### config.mk
export PLATFORM = sky130hd
export DESIGN_NAME = adjustable_traffic_light_controller
export DESIGN_NICKNAME = d
export VERILOG_FILES = /design/src/rtl/core/tlc_pkg.sv /design/src/rtl/core/adjustable_traffic_light_controller.sv /design/src/rtl/core/tlc_seq.sv
export VERILOG_INCLUDE_DIRS = /design/src /design/src/rtl/core
export SDC_FILE = /design/constraint.sdc
export NUM_CORES = 1
export LEC_CHECK = 0
export BUFFER_PORTS_ARGS = -buffer_cell sky130_fd_sc_hd__buf_2
export CORE_MARGIN = 2
export CORE_UTILIZATION = 32
export CTS_CLUSTER_SIZE = 25
export DETAILED_ROUTE_END_ITERATION = 10
export GPL_ROUTABILITY_DRIVEN = 0
export PLACE_DENSITY = 0.58
export SYNTH_ARGS = -nofsm -noshare
export SYNTH_HDL_FRONTEND = slang
export SYNTH_HIERARCHICAL = 1
export SYNTH_SLANG_ARGS = --single-unit
### constraint.sdc
create_clock -name clk_i -period 3.4 [get_ports clk_i]
set_input_delay 0.34 -clock clk_i [delete_from_list [all_inputs] [get_ports clk_i]]
set_output_delay 0.34 -clock clk_i [all_outputs]
set_load 0.005 [all_outputs]
### src/rtl/core/adjustable_traffic_light_controller_assert.svh
// Assertion macros for the traffic light controller.
// Used by files that check their own logic; expects clk_i and rst_ni in scope.
`ifndef ADJUSTABLE_TRAFFIC_LIGHT_CONTROLLER_ASSERT_SVH
`define ADJUSTABLE_TRAFFIC_LIGHT_CONTROLLER_ASSERT_SVH

// Check that cons holds in the cycle in which ante holds.
`define TLC_ASSERT_SAME(label, ante, cons) \
  label: assert property (@(posedge clk_i) disable iff (!rst_ni) (ante) |-> (cons)) \
    else $error("same-cycle check failed");

// Check that cons holds in the cycle after the one in which ante holds.
`define TLC_ASSERT_NEXT(label, ante, cons) \
  label: assert property (@(posedge clk_i) disable iff (!rst_ni) (ante) |=> (cons)) \
    else $error("next-cycle check failed");

`endif

### src/rtl/core/tlc_pkg.sv
// Shared types, constants and helpers for the traffic light controller.
// No dependencies; used by tlc_seq and the top level.
package tlc_pkg;

  typedef enum logic [1:0] {
    MODE_NORMAL      = 2'd0,
    MODE_EDIT_RED    = 2'd1,
    MODE_EDIT_GREEN  = 2'd2,
    MODE_EDIT_YELLOW = 2'd3
  } tlc_mode_e;

  typedef enum logic [1:0] {
    PH_A_GREEN  = 2'd0,
    PH_A_YELLOW = 2'd1,
    PH_B_GREEN  = 2'd2,
    PH_B_YELLOW = 2'd3
  } tlc_phase_e;

  localparam int unsigned SecW   = 7;
  localparam int unsigned TickW  = 11;
  localparam int unsigned BlinkW = 8;
  localparam int unsigned LampW  = 3;

  localparam logic [LampW-1:0] LampOff    = 3'b000;
  localparam logic [LampW-1:0] LampRed    = 3'b001;
  localparam logic [LampW-1:0] LampYellow = 3'b010;
  localparam logic [LampW-1:0] LampGreen  = 3'b100;

  // durations are kept in 20-tick units
  localparam logic [SecW-1:0] SecMax        = 7'd99;
  localparam logic [SecW-1:0] RedInitSec    = 7'd13;
  localparam logic [SecW-1:0] YellowInitSec = 7'd3;
  localparam logic [SecW-1:0] GreenInitSec  = 7'd10;

  localparam logic [BlinkW-1:0] BlinkInit = 8'd10;

  typedef struct packed {
    logic [LampW-1:0] side_a;
    logic [LampW-1:0] side_b;
    tlc_mode_e        mode;
    logic [SecW-1:0]  red_sec;
    logic [SecW-1:0]  yellow_sec;
    logic [SecW-1:0]  green_sec;
  } tlc_result_t;

  // seconds * 20 = seconds * 16 + seconds * 4
  function automatic logic [TickW-1:0] sec_to_ticks(logic [SecW-1:0] sec);
    logic [TickW-1:0] ext;
    ext = {{(TickW-SecW){1'b0}}, sec};
    return (ext << 4) + (ext << 2);
  endfunction

  function automatic logic [SecW-1:0] sec_step(logic [SecW-1:0] sec);
    return (sec >= SecMax) ? SecMax : sec + 7'd1;
  endfunction

endpackage

### src/rtl/core/adjustable_traffic_light_controller.sv
// Top level of the adjustable two-way traffic light controller.
// Holds the blink register, the handshake and the result register; uses tlc_pkg and tlc_seq.
//
// Usage: each input transfer is one 50 ms tick carrying the mode, increase and
// commit press pulses. Every tick yields exactly one result transfer with the
// lamps of both sides, the current mode and the three edited durations in
// 20-tick units. The tick is applied to the controller state at its input
// transfer and the result is captured in an output register, so the result is
// offered in the cycle after the input transfer. One tick is taken every cycle
// while the output register is empty or is being drained in the same cycle.
// When the receiver stalls, the result holds and the input waits; nothing is
// dropped. The blink register is written through cfg_we_i/cfg_wdata_i and
// takes effect on the next tick. Reset empties the output register, sets the
// mode to normal with the first phase pending, loads the default durations
// (red 260, yellow 60, green 200 ticks) and sets the blink register to 10.
`include "adjustable_traffic_light_controller_assert.svh"

module adjustable_traffic_light_controller (
  input  logic                        clk_i,
  input  logic                        rst_ni,
  input  logic                        cfg_we_i,
  input  logic [tlc_pkg::BlinkW-1:0]  cfg_wdata_i,
  input  logic                        in_valid_i,
  output logic                        in_ready_o,
  input  logic                        mode_press_i,
  input  logic                        increase_press_i,
  input  logic                        commit_press_i,
  output logic                        out_valid_o,
  input  logic                        out_ready_i,
  output logic [tlc_pkg::LampW-1:0]   side_a_lamps_o,
  output logic [tlc_pkg::LampW-1:0]   side_b_lamps_o,
  output logic [1:0]                  current_mode_o,
  output logic [tlc_pkg::SecW-1:0]    edit_red_seconds_o,
  output logic [tlc_pkg::SecW-1:0]    edit_yellow_seconds_o,
  output logic [tlc_pkg::SecW-1:0]    edit_green_seconds_o
);

  logic [tlc_pkg::BlinkW-1:0] blink_half_q;
  logic                       out_valid_q, out_valid_d;
  tlc_pkg::tlc_result_t       res_q, res_d;
  logic                       in_xfer;
  logic                       edit_mode;
  logic                       secs_in_range;

  assign in_ready_o  = !out_valid_q || out_ready_i;
  assign in_xfer     = in_valid_i && in_ready_o;
  assign out_valid_d = in_xfer || (out_valid_q && !out_ready_i);

  tlc_seq u_seq (
    .clk_i            (clk_i),
    .rst_ni           (rst_ni),
    .step_i           (in_xfer),
    .mode_press_i     (mode_press_i),
    .increase_press_i (increase_press_i),
    .commit_press_i   (commit_press_i),
    .blink_half_i     (blink_half_q),
    .result_o         (res_d)
  );

  always_ff @(posedge clk_i or negedge rst_ni) begin
    if (!rst_ni) begin
      blink_half_q <= tlc_pkg::BlinkInit;
      out_valid_q  <= 1'b0;
    end else begin
      if (cfg_we_i) begin
        blink_half_q <= cfg_wdata_i;
      end
      out_valid_q <= out_valid_d;
    end
  end

  always_ff @(posedge clk_i) begin
    if (in_xfer) begin
      res_q <= res_d;
    end
  end

  assign out_valid_o           = out_valid_q;
  assign side_a_lamps_o        = res_q.side_a;
  assign side_b_lamps_o        = res_q.side_b;
  assign current_mode_o        = res_q.mode;
  assign edit_red_seconds_o    = res_q.red_sec;
  assign edit_yellow_seconds_o = res_q.yellow_sec;
  assign edit_green_seconds_o  = res_q.green_sec;

  assign edit_mode     = (res_q.mode != tlc_pkg::MODE_NORMAL);
  assign secs_in_range = (edit_red_seconds_o <= tlc_pkg::SecMax)
                      && (edit_yellow_seconds_o <= tlc_pkg::SecMax)
                      && (edit_green_seconds_o <= tlc_pkg::SecMax);

  `TLC_ASSERT_NEXT(a_xfer_gives_result, in_valid_i && in_ready_o, out_valid_o)
  `TLC_ASSERT_SAME(a_no_overwrite, out_valid_o && !out_ready_i, !in_ready_o)
  `TLC_ASSERT_SAME(a_edit_sides_match, out_valid_o && edit_mode, side_a_lamps_o == side_b_lamps_o)
  `TLC_ASSERT_SAME(a_seconds_range, out_valid_o, secs_in_range)

endmodule

### src/rtl/core/tlc_seq.sv
// Controller state: mode, phase sequencer, durations and blink timer.
// Computes the result of one tick from the registered state; uses tlc_pkg.
module tlc_seq (
  input  logic                        clk_i,
  input  logic                        rst_ni,
  input  logic                        step_i,
  input  logic                        mode_press_i,
  input  logic                        increase_press_i,
  input  logic                        commit_press_i,
  input  logic [tlc_pkg::BlinkW-1:0]  blink_half_i,
  output tlc_pkg::tlc_result_t        result_o
);

  tlc_pkg::tlc_mode_e            mode_q, mode_d;
  tlc_pkg::tlc_phase_e           phase_q, phase_d;
  logic [tlc_pkg::TickW-1:0]     cd_q, cd_d;
  logic [tlc_pkg::SecW-1:0]      com_red_q, com_red_d;
  logic [tlc_pkg::SecW-1:0]      com_yel_q, com_yel_d;
  logic [tlc_pkg::SecW-1:0]      com_grn_q, com_grn_d;
  logic [tlc_pkg::SecW-1:0]      ed_red_q, ed_red_d;
  logic [tlc_pkg::SecW-1:0]      ed_yel_q, ed_yel_d;
  logic [tlc_pkg::SecW-1:0]      ed_grn_q, ed_grn_d;
  logic [tlc_pkg::BlinkW-1:0]    blink_cnt_q, blink_cnt_d;
  logic                          blink_on_q, blink_on_d;
  logic [2*tlc_pkg::LampW-1:0]   lamps_q, lamps_d;

  logic [1:0]                    mode_inc;
  logic [1:0]                    phase_inc;
  logic [tlc_pkg::TickW-1:0]     cd_cur;
  logic [tlc_pkg::TickW-1:0]     cd_load;
  logic [tlc_pkg::BlinkW-1:0]    half_eff;
  logic [tlc_pkg::BlinkW:0]      blink_inc;

  assign mode_inc  = mode_q + 2'd1;
  assign phase_inc = phase_q + 2'd1;
  assign half_eff  = (blink_half_i == '0) ? 8'd1 : blink_half_i;
  assign blink_inc = {1'b0, blink_cnt_q} + 9'd1;

  always_comb begin
    mode_d      = mode_q;
    phase_d     = phase_q;
    cd_d        = cd_q;
    com_red_d   = com_red_q;
    com_yel_d   = com_yel_q;
    com_grn_d   = com_grn_q;
    ed_red_d    = ed_red_q;
    ed_yel_d    = ed_yel_q;
    ed_grn_d    = ed_grn_q;
    blink_cnt_d = blink_cnt_q;
    blink_on_d  = blink_on_q;
    lamps_d     = lamps_q;
    cd_load     = cd_q;

    if (mode_press_i) begin
      mode_d = tlc_pkg::tlc_mode_e'(mode_inc);
    end
    cd_cur = (mode_press_i && (mode_d == tlc_pkg::MODE_NORMAL)) ? '0 : cd_q;

    if (mode_d == tlc_pkg::MODE_NORMAL) begin
      if (cd_cur == '0) begin
        case (phase_q)
          tlc_pkg::PH_A_GREEN: begin
            lamps_d = {tlc_pkg::LampRed, tlc_pkg::LampGreen};
            cd_load = tlc_pkg::sec_to_ticks(com_grn_q);
          end
          tlc_pkg::PH_A_YELLOW: begin
            lamps_d = {tlc_pkg::LampRed, tlc_pkg::LampYellow};
            cd_load = tlc_pkg::sec_to_ticks(com_yel_q);
          end
          tlc_pkg::PH_B_GREEN: begin
            lamps_d = {tlc_pkg::LampGreen, tlc_pkg::LampRed};
            cd_load = tlc_pkg::sec_to_ticks(com_grn_q);
          end
          default: begin
            lamps_d = {tlc_pkg::LampYellow, tlc_pkg::LampRed};
            cd_load = tlc_pkg::sec_to_ticks(com_yel_q);
          end
        endcase
        phase_d = tlc_pkg::tlc_phase_e'(phase_inc);
      end else begin
        cd_load = cd_cur;
      end
      cd_d = cd_load - 11'd1;
    end else begin
      if (increase_press_i) begin
        case (mode_d)
          tlc_pkg::MODE_EDIT_RED:   ed_red_d = tlc_pkg::sec_step(ed_red_q);
          tlc_pkg::MODE_EDIT_GREEN: ed_grn_d = tlc_pkg::sec_step(ed_grn_q);
          default:                  ed_yel_d = tlc_pkg::sec_step(ed_yel_q);
        endcase
      end else if (commit_press_i) begin
        case (mode_d)
          tlc_pkg::MODE_EDIT_RED:   com_red_d = ed_red_q;
          tlc_pkg::MODE_EDIT_GREEN: com_grn_d = ed_grn_q;
          default:                  com_yel_d = ed_yel_q;
        endcase
      end else if (mode_press_i) begin
        ed_red_d = com_red_q;
        ed_yel_d = com_yel_q;
        ed_grn_d = com_grn_q;
      end
      if (blink_cnt_q == '0) begin
        blink_on_d = ~blink_on_q;
      end
      blink_cnt_d = (blink_inc >= {1'b0, half_eff}) ? '0 : blink_inc[tlc_pkg::BlinkW-1:0];
    end
  end

  always_comb begin
    result_o.mode       = mode_d;
    result_o.red_sec    = ed_red_d;
    result_o.yellow_sec = ed_yel_d;
    result_o.green_sec  = ed_grn_d;
    result_o.side_a     = tlc_pkg::LampOff;
    case (mode_d)
      tlc_pkg::MODE_NORMAL:     result_o.side_a = lamps_d[tlc_pkg::LampW-1:0];
      tlc_pkg::MODE_EDIT_RED:   result_o.side_a = blink_on_d ? tlc_pkg::LampRed
                                                             : tlc_pkg::LampOff;
      tlc_pkg::MODE_EDIT_GREEN: result_o.side_a = blink_on_d ? tlc_pkg::LampGreen
                                                             : tlc_pkg::LampOff;
      default:                  result_o.side_a = blink_on_d ? tlc_pkg::LampYellow
                                                             : tlc_pkg::LampOff;
    endcase
    result_o.side_b = (mode_d == tlc_pkg::MODE_NORMAL)
                    ? lamps_d[2*tlc_pkg::LampW-1:tlc_pkg::LampW] : result_o.side_a;
  end

  always_ff @(posedge clk_i or negedge rst_ni) begin
    if (!rst_ni) begin
      mode_q      <= tlc_pkg::MODE_NORMAL;
      phase_q     <= tlc_pkg::PH_A_GREEN;
      cd_q        <= '0;
      com_red_q   <= tlc_pkg::RedInitSec;
      com_yel_q   <= tlc_pkg::YellowInitSec;
      com_grn_q   <= tlc_pkg::GreenInitSec;
      ed_red_q    <= tlc_pkg::RedInitSec;
      ed_yel_q    <= tlc_pkg::YellowInitSec;
      ed_grn_q    <= tlc_pkg::GreenInitSec;
      blink_cnt_q <= '0;
      blink_on_q  <= 1'b0;
      lamps_q     <= '0;
    end else if (step_i) begin
      mode_q      <= mode_d;
      phase_q     <= phase_d;
      cd_q        <= cd_d;
      com_red_q   <= com_red_d;
      com_yel_q   <= com_yel_d;
      com_grn_q   <= com_grn_d;
      ed_red_q    <= ed_red_d;
      ed_yel_q    <= ed_yel_d;
      ed_grn_q    <= ed_grn_d;
      blink_cnt_q <= blink_cnt_d;
      blink_on_q  <= blink_on_d;
      lamps_q     <= lamps_d;
    end
  end

endmodule

After elaboration in Yosys (flattened, before gate mapping) --
Index checks and enable logic that the tools add are counted.
Operators by class: $add $sub $neg 9, $lt $le $gt $ge 4, equal/unequal tests 4, muxes and demuxes 35, bitwise gates (word level) 4, reduce and logical (&&, ||, !) cells 20
Operator list (count):
- $mux W7 | 18
- $mux W11 | 4
- $add A11 B9 Y11 | 2
- $add A7 B1 Y7 const B | 3
- $ge A7 B7 Y1 const B | 3
- $pmux W6 S3 | 1
- $logic_not A8 Y1 | 2
- $mux W8 | 2
- $reduce_and A5 Y1 | 3
- $mux W6 | 2
- $logic_not A11 Y1 | 1
- $sub A11 B1 Y11 const B | 1
- $add A8 B1 Y9 const B | 1
- $ge A9 B8 Y1 | 1
- $pmux W3 S3 | 1
- $mux W3 | 2
- $add A2 B1 Y2 const B | 2
- $eq A2 B1 Y1 const B | 2
- $eq A2 B2 Y1 const B | 2
- $logic_not A2 Y1 | 2
- $mux W2 | 2
- $not A1 Y1 | 4
- $reduce_and A2 Y1 | 2
- $reduce_or A2 Y1 | 2
- 5 further kinds | 11
Storage, ports and cells: bits in registers 110, bits of input ports 16, output and inout port bits 31, logic and storage cells 96

Logic depth before layout (Yosys ltp) --
Gate-level depths: netlist of run 1.
depth in word-level cells 10, mapped depth 14, mapped depth without buffers 11

Cells and area by module --
The synthesis of run 1 kept the hierarchy.
Modules (own cells, without submodules):
- tlc_seq | times used 1, cells each 653, area an instance 5656.7 um^2, seq. area each 1819.2 um^2
- adjustable_traffic_light_controller | times used 1, cells each 50, area an instance 1248.7 um^2, seq. area each 1098.6 um^2

Worst setup path before layout of run 1 --
OpenSTA, ideal clock, no wires.
kind input to register, start in mode_press_i, end reg u_seq/cd_q[8] (netlist name), library setup time 124 ps, data arrival time 2665 ps, data required time 3276 ps, slack 611 ps, stages on the path 14, buffers on the path 3, path through buf_2 > nand2_1 > xor2_1 > ha_1 > buf_2 > nand2_1 > clkbuf_1 > nand2_1 > ha_1 > o221a_4 > o211a_4 > nand3_4 > a21o_1 > a211o_1
Between the ends: word-level cells in the longest chain between the ends 8, elaborated cells between the ends (all ways) 9, those cells by class add/sub: 1; mux: 4; reduce/logical: 4
RTL lines:
- start: declaration | line adjustable_traffic_light_controller.sv:25 | input logic mode_press_i,
- $mux W2 | line tlc_seq.sv:54 | if (mode_press_i) begin
- $logic_not A2 Y1 | line tlc_seq.sv:57, tlc_seq.sv:59
- $logic_and A1 B1 Y1 | line tlc_seq.sv:57 | cd_cur = (mode_press_i && (mode_d == tlc_pkg::MODE_NORMAL)) ? '0 : cd_q;
- $mux W11 | line tlc_seq.sv:57
- $logic_not A11 Y1 | line tlc_seq.sv:60 | if (cd_cur == '0) begin
- $mux W11 | line tlc_seq.sv:60
- $mux W11 | line tlc_seq.sv:59 | if (mode_d == tlc_pkg::MODE_NORMAL) begin
- $sub A11 B1 Y11 | line tlc_seq.sv:83 | cd_d = cd_load - 11'd1;
- end signal: assignment | line tlc_seq.sv:132 | cd_q <= '0;
- end signal: assignment | line tlc_seq.sv:145 | cd_q <= cd_d;
- end: declaration | line tlc_seq.sv:16 | logic [tlc_pkg::TickW-1:0] cd_q, cd_d;
Several ways; a longest one is shown, not always the timed one. The select of a mux whose other input is x is not followed. A chain may end at the register's enable or synchronous reset.

Final worst setup path of run 1 --
start reg u_seq/blink_cnt_q[0] (netlist name), end reg u_seq/blink_cnt_q[6] (netlist name)
Between the ends: word-level cells in the longest chain between the ends 3
RTL lines:
- start: declaration | line tlc_seq.sv:23 | logic [tlc_pkg::BlinkW-1:0] blink_cnt_q, blink_cnt_d;
- start signal: assignment | line tlc_seq.sv:152 | blink_cnt_q <= blink_cnt_d;
- $add A8 B1 Y9 * | line tlc_seq.sv:37 | assign blink_inc = {1'b0, blink_cnt_q} + 9'd1;
- $ge A9 B8 Y1 | line tlc_seq.sv:105 | blink_cnt_d = (blink_inc >= {1'b0, half_eff}) ? '0 : blink_inc[tlc_pkg::BlinkW-1:0];
- $mux W8 * | line tlc_seq.sv:105
Mark *: on every way between the ends. The rest lies on a longest branch, timed or not.

==> impl_metrics.json, run 1 <==
{
  "cpPeakStageDelay_ps": 750,
  "worstSkewPairLatency_ps": 360,
  "yosys_warnings": 6,
  "worstSetupPathType": "reg -> reg",
  "busiest_layer": "met2",
  "hold_viol_final": 0,
  "cp-start-kind": "flop",
  "critPathBufInv": 0,
  "fin_tns_setup_ps": 0,
  "syn_area_um2": 6905,
  "slowest_stage": "o311ai_1",
  "drv_cap": 0,
  "timing.final.crit_share": 0.8479,
  "postSynthCellCount": 703,
  "cts_inserted_buffers": 9,
  "synth_seq_area_share": 0.4225,
  "grt_start_max_net_pins": 39,
  "drtPass1Iterations": 4,
  "critPathArrivalTime_ps": 3140,
  "tightest_slew_ps": 887.9,
  "end_kind": "flop",
  "ant_nets": 0,
  "nNetsFinal": 797,
  "coreArea_um2": 21090,
  "avgViaCountPerCell": 5.068,
  "avgSynthCellArea_um2": 9.823,
  "cts_sinks": 110,
  "drt_drc_violations_left": 0,
  "synthArstFlopShare": 0.7364,
  "first_global_vias": 5140,
  "track_usage": 0.1496,
  "dp_hpwl_um": 11410,
  "final_area_um2": 7781,
  "worst_slew_margin_rel": 0.3987,
  "cts_max_level": 3,
  "mostFrequentLayoutCell": "nand2_1",
  "antenna_cells": 0,
  "dpl.cell_count": 1010,
  "io_pins": 47,
  "cp_top_family": "compound AO/OA/AOI/OAI gates",
  "nFillCells": 2169,
  "skew_ps": 10.20,
  "synthToLayoutAreaGrowth_pct": 12.68,
  "power_density_nw_per_um2": 842.7,
  "wl_per_cell_um": 15.53,
  "setup_viol": 0,
  "irDropWorstVdd_uv": 358.5,
  "syn_nets": 753,
  "hp-class": "in -> reg",
  "fin_hold_ws_ps": 182.2,
  "grt_antenna_before_repair": 0,
  "critical_path.cell_chain": "ha_1, and3_1, and3_1, xor2_1, ha_1, o211ai_1, o311ai_1, o21ai_0, a21o_1",
  "std_cell_rows": 53,
  "drt_wl_total_um": 15950,
  "clkTransAtPathRegs_ps": 80,
  "run_status": "finished, final reports clean",
  "drive_gt1_frac": 0.2234,
  "placedInstanceArea_um2": 7465,
  "die_h_um": 150.9,
  "start_util": 0.3275,
  "mostFrequentLayoutCells": "nand2_1 (94), dfrtp_1 (65), o21ai_0 (48)",
  "fin_util": 0.3690,
  "die_area_um2": 22770,
  "fin_crit_ps": 2883,
  "ys.flop_type": "dfrtp_1",
  "rsz0062_at_grt": "no",
  "clock_path_buffers": 2,
  "use_met2": 0.2375,
  "synth-edff-count": 29,
  "multi_input_area_um2": 3734,
  "drt_iter0_markers": 378,
  "critPathRequiredTime_ps": 3660,
  "grt_pass1_wl_um": 26770,
  "use_met3": 0.03283,
  "drv_slew": 0,
  "p_leak_nw": 3.301,
  "fin_cells": 1027,
  "die_w_um": 150.9,
  "cts_resized": 0,
  "ys_types": 79,
  "numPortBuffers": 46,
  "overflow": 0,
  "met1_usage": 0.2098,
  "synth-seq-cells": 110,
  "cts_tree": "built",
  "max_freq_mhz": 346.9,
  "seqCellArea_um2": 2918,
  "cts-root-buf": "clkbuf_16",
  "cp_max_fo": 9,
  "vias": 5205
}
-- sequential cells by signal (all words and copies together), names as in the netlist, 6 cells and up --
register               flops
u_seq/com_yel_q            7
u_seq/lamps_q              6
edit_green_seconds_o       7
u_seq/com_grn_q            7
u_seq/ed_yel_q             7
blink_half_q               8
u_seq/com_red_q            7
edit_red_seconds_o         7
edit_yellow_seconds_o      7
u_seq/ed_grn_q             7
u_seq/blink_cnt_q          8
u_seq/ed_red_q             7
u_seq/cd_q                11
-- per-stage QoR --
step | setup WS, ps | power, mW
6_report | 517.1 | 6.557
5_1_grt | 318.0 | 7.132
4_1_cts | 522.8 | 6.619
3_5_place_dp | 536.8 | 5.468
3_3_place_gp | 584.0 | 5.446
2_1_floorplan | 611.4 | 4.618
-- cells by family (layout without fill, tap and decap cells) --
family          count (synthesis)  count (layout)  synth area share
simple gates                  238             238            0.1709
buf+inv                        60             109           0.03769
mux                            58              58           0.09893
fa+ha+maj                      34              34           0.06378
compound gates                177             177            0.1732
flops                         110             110            0.4225
xor+xnor                       26              26           0.03298
-- where the power goes --
part	switching [mW]	internal, mW
registers	0.461	1.90
clock network	0.512	0.601
logic	1.72	1.36
-- layout make-up --
class                           count  share of cell area
Timing Repair Buffer               64             0.04760
Multi-Input combinational cell    533              0.4798
Sequential cell                   110              0.3750
Tap cell                          275             0.04422
Clock buffer                       11             0.03119
Inverter                           29             0.01399
Clock inverter                      5            0.008201
-- synthesized netlist by cell type (9+ instances only) --
cell type   n  area, um^2
inv_1      29       108.9
mux2_2     34       382.9
a21oi_1    37       185.2
nand2_1    94       352.8
edfxtp_1   29       870.8
a211oi_1   10       75.07
nor2_1     44       165.2
mux2i_1    13       130.1
o22a_1     10       87.58
dfrtp_1    65        1627
o21ai_0    48       240.2
nor2b_1    17       106.4
nand3_1    15       75.07
o21ai_1     9       45.04
dfstp_2    16       420.4
clkbuf_1   20       75.07
xnor2_1    17       148.9
xor2_1      9       78.83
nand2b_1   14       87.58
ha_1       32       400.4
-- worst paths after layout --
kind	cells after the start	slack, ps	start	endpoint
max in group asynchronous	3	2160	rst_ni	u_seq/com_grn_q[3]$_DFFE_PN1P_
setup / recovery	9	520	u_seq/blink_cnt_q[0]$_DFFE_PN0P_	u_seq/blink_cnt_q[6]$_DFFE_PN0P_
setup reg to reg	9	520	u_seq/blink_cnt_q[0]$_DFFE_PN0P_	u_seq/blink_cnt_q[6]$_DFFE_PN0P_
hold reg to reg	2	490	u_seq/lamps_q[1]$_DFFE_PN0P_	u_seq/lamps_q[1]$_DFFE_PN0P_
min in group asynchronous	2	460	rst_ni	u_seq/phase_q[1]$_DFFE_PN0P_
hold / removal	2	180	in_valid_i	out_valid_o$_DFF_PN0_
-- metal layers --
metal	vias up	part of all wire
li1	2627	-
met1	2523	0.49
met2	49	0.47
met3	6	0.027
met4	0	0.0075
met5	-	0
-- what timing repair did --
action | in CTS | in global routing
hold buffers | 1 | 0
setup buffers | 0 | 0
hold endpoints to repair | 26 | 0
No activity file was read; power rests on OpenSTA's default activity.
==> run 2, diff against run 1 <==
--- a/config.mk
+++ b/config.mk
@@ -6,13 +6,14 @@
 export SDC_FILE = /design/constraint.sdc
 export NUM_CORES = 1
 export LEC_CHECK = 0
+export ABC_AREA = 1
 export BUFFER_PORTS_ARGS = -buffer_cell sky130_fd_sc_hd__buf_2
 export CORE_MARGIN = 2
 export CORE_UTILIZATION = 32
 export CTS_CLUSTER_SIZE = 25
 export DETAILED_ROUTE_END_ITERATION = 10
 export GPL_ROUTABILITY_DRIVEN = 0
-export PLACE_DENSITY = 0.58
+export PLACE_DENSITY = 0.59
 export SYNTH_ARGS = -nofsm -noshare
 export SYNTH_HDL_FRONTEND = slang
 export SYNTH_HIERARCHICAL = 1
==> constraint.sdc (replaced) <==
create_clock -name clk_i -period 2.3 [get_ports clk_i]
set_input_delay 0.23 -clock clk_i [delete_from_list [all_inputs] [get_ports clk_i]]
set_output_delay 0.23 -clock clk_i [all_outputs]
set_load 0.005 [all_outputs]
==> impl_metrics.json, run 2 <==
{
  "run_status": "finished, violations left",
  "violations": "negative setup slack",
  "clkTransAtPathRegs_ps": 80,
  "use_met3": 0.03242,
  "met1_usage": 0.2056,
  "coreArea_um2": 20820,
  "grt_pass1_wl_um": 27830,
  "cts_tree": "built",
  "avgViaCountPerCell": 4.785,
  "hp-class": "in -> reg",
  "dpl.cell_count": 1184,
  "io_pins": 47,
  "drt_iter0_markers": 385,
  "synth_seq_area_share": 0.4343,
  "synth-edff-count": 29,
  "std_cell_rows": 53,
  "cts_max_level": 3,
  "first_global_vias": 5590,
  "reg2reg_slack_ps": -30,
  "synth-seq-cells": 110,
  "cts_sinks": 110,
  "timing.final.crit_share": 1.015,
  "nNetsFinal": 982,
  "tightest_slew_ps": 502.5,
  "total_power_mw": 10.79,
  "syn_area_um2": 6719,
  "regMostFlops": "u_seq/cd_q",
  "synthToLayoutAreaGrowth_pct": 24.51,
  "end_kind": "flop",
  "synthArstFlopShare": 0.7364,
  "drive_gt1_frac": 0.2455,
  "wl_per_cell_um": 13.89,
  "worst_slew_margin_rel": 0.6614,
  "grt_start_max_net_pins": 63,
  "p_leak_nw": 3.894,
  "yosysMostFrequentCell": "nand2_1",
  "critPathArrivalTime_ps": 2450,
  "overflow": 0,
  "irDropWorstVdd_uv": 492.6,
  "mostFrequentLayoutCell": "nand2_1",
  "worstSetupPathType": "reg -> reg",
  "setup_viol": 3,
  "layout_setup_ws_ps": -34.65,
  "die_area_um2": 22170,
  "ant_nets": 0,
  "vias": 5800,
  "largest_reg_flops": 11,
  "synthTopCellsByArea": "dfrtp_1 (24%), edfxtp_1 (13%), nand2_1 (10%)",
  "power_density_nw_per_um2": 1290,
  "clock_path_buffers": 2,
  "yosysTopAreaCell": "dfrtp_1",
  "hold_viol_final": 0,
  "track_usage": 0.1587,
  "start_util": 0.3227,
  "worstSkewPairLatency_ps": 360,
  "rsz0062_at_grt": "yes",
  "drt_wl_total_um": 16830,
  "syn_nets": 887,
  "critPathRequiredTime_ps": 2420,
  "drt_drc_violations_left": 0,
  "die_w_um": 148.9,
  "drv_slew": 0,
  "fin_cells": 1212,
  "reg_top3": "u_seq/cd_q: 11 flops, blink_half_q: 8 flops, u_seq/blink_cnt_q: 8 flops",
  "synth_common_cells": "nand2_1 (184), inv_1 (127), o21ai_0 (110), dfrtp_1 (65), nand3_1 (61)",
  "max_freq_mhz": 428.3,
  "grt_antenna_before_repair": 0,
  "postSynthCellCount": 837,
  "avgSynthCellArea_um2": 8.027,
  "worstHoldPathCells": 3,
  "antenna_cells": 0,
  "ys.flop_type": "dfrtp_1",
  "busiest_layer": "met2",
  "numPortBuffers": 46,
  "ys_types": 45,
  "use_met2": 0.2703,
  "placedInstanceArea_um2": 7595,
  "fin_crit_ps": 2335,
  "final_area_um2": 8366,
  "skew_ps": 5.871,
  "drtPass1Iterations": 5,
  "cts-root-buf": "clkbuf_16",
  "yosys_warnings": 6,
  "mostFrequentLayoutCells": "nand2_1 (170), inv_1 (121), o21ai_0 (98)",
  "cts_inserted_buffers": 9,
  "synth_top_cell_area_share": 0.2421,
  "die_h_um": 148.9,
  "cp-start-kind": "flop",
  "r2r_cells": 14,
  "dp_hpwl_um": 12110,
  "drv_cap": 0,
  "cp_max_fo": 6
}
## run 2: cell types whose count changed in the layout (fill, tap and decap cells not counted), sizes merged, moves of 16 or more
cell | previous run | this run
buf | 63 | 107
inv | 31 | 131
mux2 | 42 | 0
xnor2 | 17 | 0
mux2i | 16 | 0
nor2b | 17 | 0
o21ai | 57 | 119
nand2 | 96 | 194
nand3 | 16 | 68
## run 2: kinds of logic (layout without fill, tap and decap cells)
logic type / Yosys count / after routing / synth area share
buf+inv: 155 / 254 / 0.08957
xor+xnor: 22 / 22 / 0.02868
fa+ha+maj: 34 / 34 / 0.06555
flops: 110 / 110 / 0.4343
simple gates: 325 / 326 / 0.2250
compound gates: 191 / 191 / 0.1570
## run 2: path summary, 6_finish.rpt
check / start / endpoint
setup / recovery: u_seq/mode_q[0]$_DFFE_PN0P_ / side_a_lamps_o[0]$_DFFE_PP_
hold / removal: cfg_wdata_i[4] / blink_half_q[4]$_DFFE_PN0P_
setup reg to reg: u_seq/mode_q[0]$_DFFE_PN0P_ / side_a_lamps_o[0]$_DFFE_PP_
hold reg to reg: blink_half_q[3]$_DFFE_PN1P_ / blink_half_q[3]$_DFFE_PN1P_
max in group asynchronous: rst_ni / u_seq/ed_yel_q[0]$_DFFE_PN1P_
min in group asynchronous: rst_ni / u_seq/ed_grn_q[0]$_DFFE_PN0P_
## run 2: per-layer routing
| layer | vias up | wire length, um | part of all wire |
|---|---|---|---|
| met4 | 0 | 294 | 0.017 |
| li1 | 2953 | - | - |
| met3 | 19 | 587 | 0.035 |
| met5 | - | 0 | 0 |
| met1 | 2736 | 7873 | 0.47 |
| met2 | 92 | 8079 | 0.48 |
## run 2: per-stage QoR
stage	utilization	TNS [ps]	worst slack, ps	hold slack (ps)
2_1_floorplan	-	0	53.66	-65.59
3_3_place_gp	0.3647	-721.8	-83.77	145.8
3_5_place_dp	0.3647	-2591	-160.8	143.9
4_1_cts	0.3833	0	0.1090	56.68
5_1_grt	0.4018	-1817	-157.4	66.53
6_report	0.4018	-47.41	-34.65	68.16
## run 2: power breakdown
part	switching [mW]	internal, mW	leakage (nW)
Combinational	3.32	2.26	2.48
Sequential	0.689	2.91	1.26
Clock	0.750	0.858	0.149
## run 2: timing repair
item                                   4_1_cts  5_1_grt
buffers inserted                             3        7
pin swaps                                    5       37
gates resized for setup                      9       90
setup endpoints to repair                   26       54
endpoints found under the hold margin       12        0
gates cloned                                 1        0
hold buffers                                 1        0
## run 2: worst max-delay path: stages (launching register included)
cell     delay (ps)
dfrtp_1         430
nand2_2         120
xor2_4          200
ha_4            230
nand2_8          90
o21ai_2          80
nand2_2         110
nor2_8          220
nand2_8         110
nor2_8          110
nand2_2          70
o21ai_0          70
o21ai_1         110
nand3_1          80
nand2_1          50
## run 2: final cells by class
class | count | area, um^2
fillers | 2121 | 12460
multi-input cells | 573 | 3571
flip-flops and latches | 110 | 2918
repair buffers | 108 | 728.2
inverters | 130 | 506.7
well taps | 275 | 344.1
clock buffers | 10 | 229.0
clock inverters | 6 | 68.82
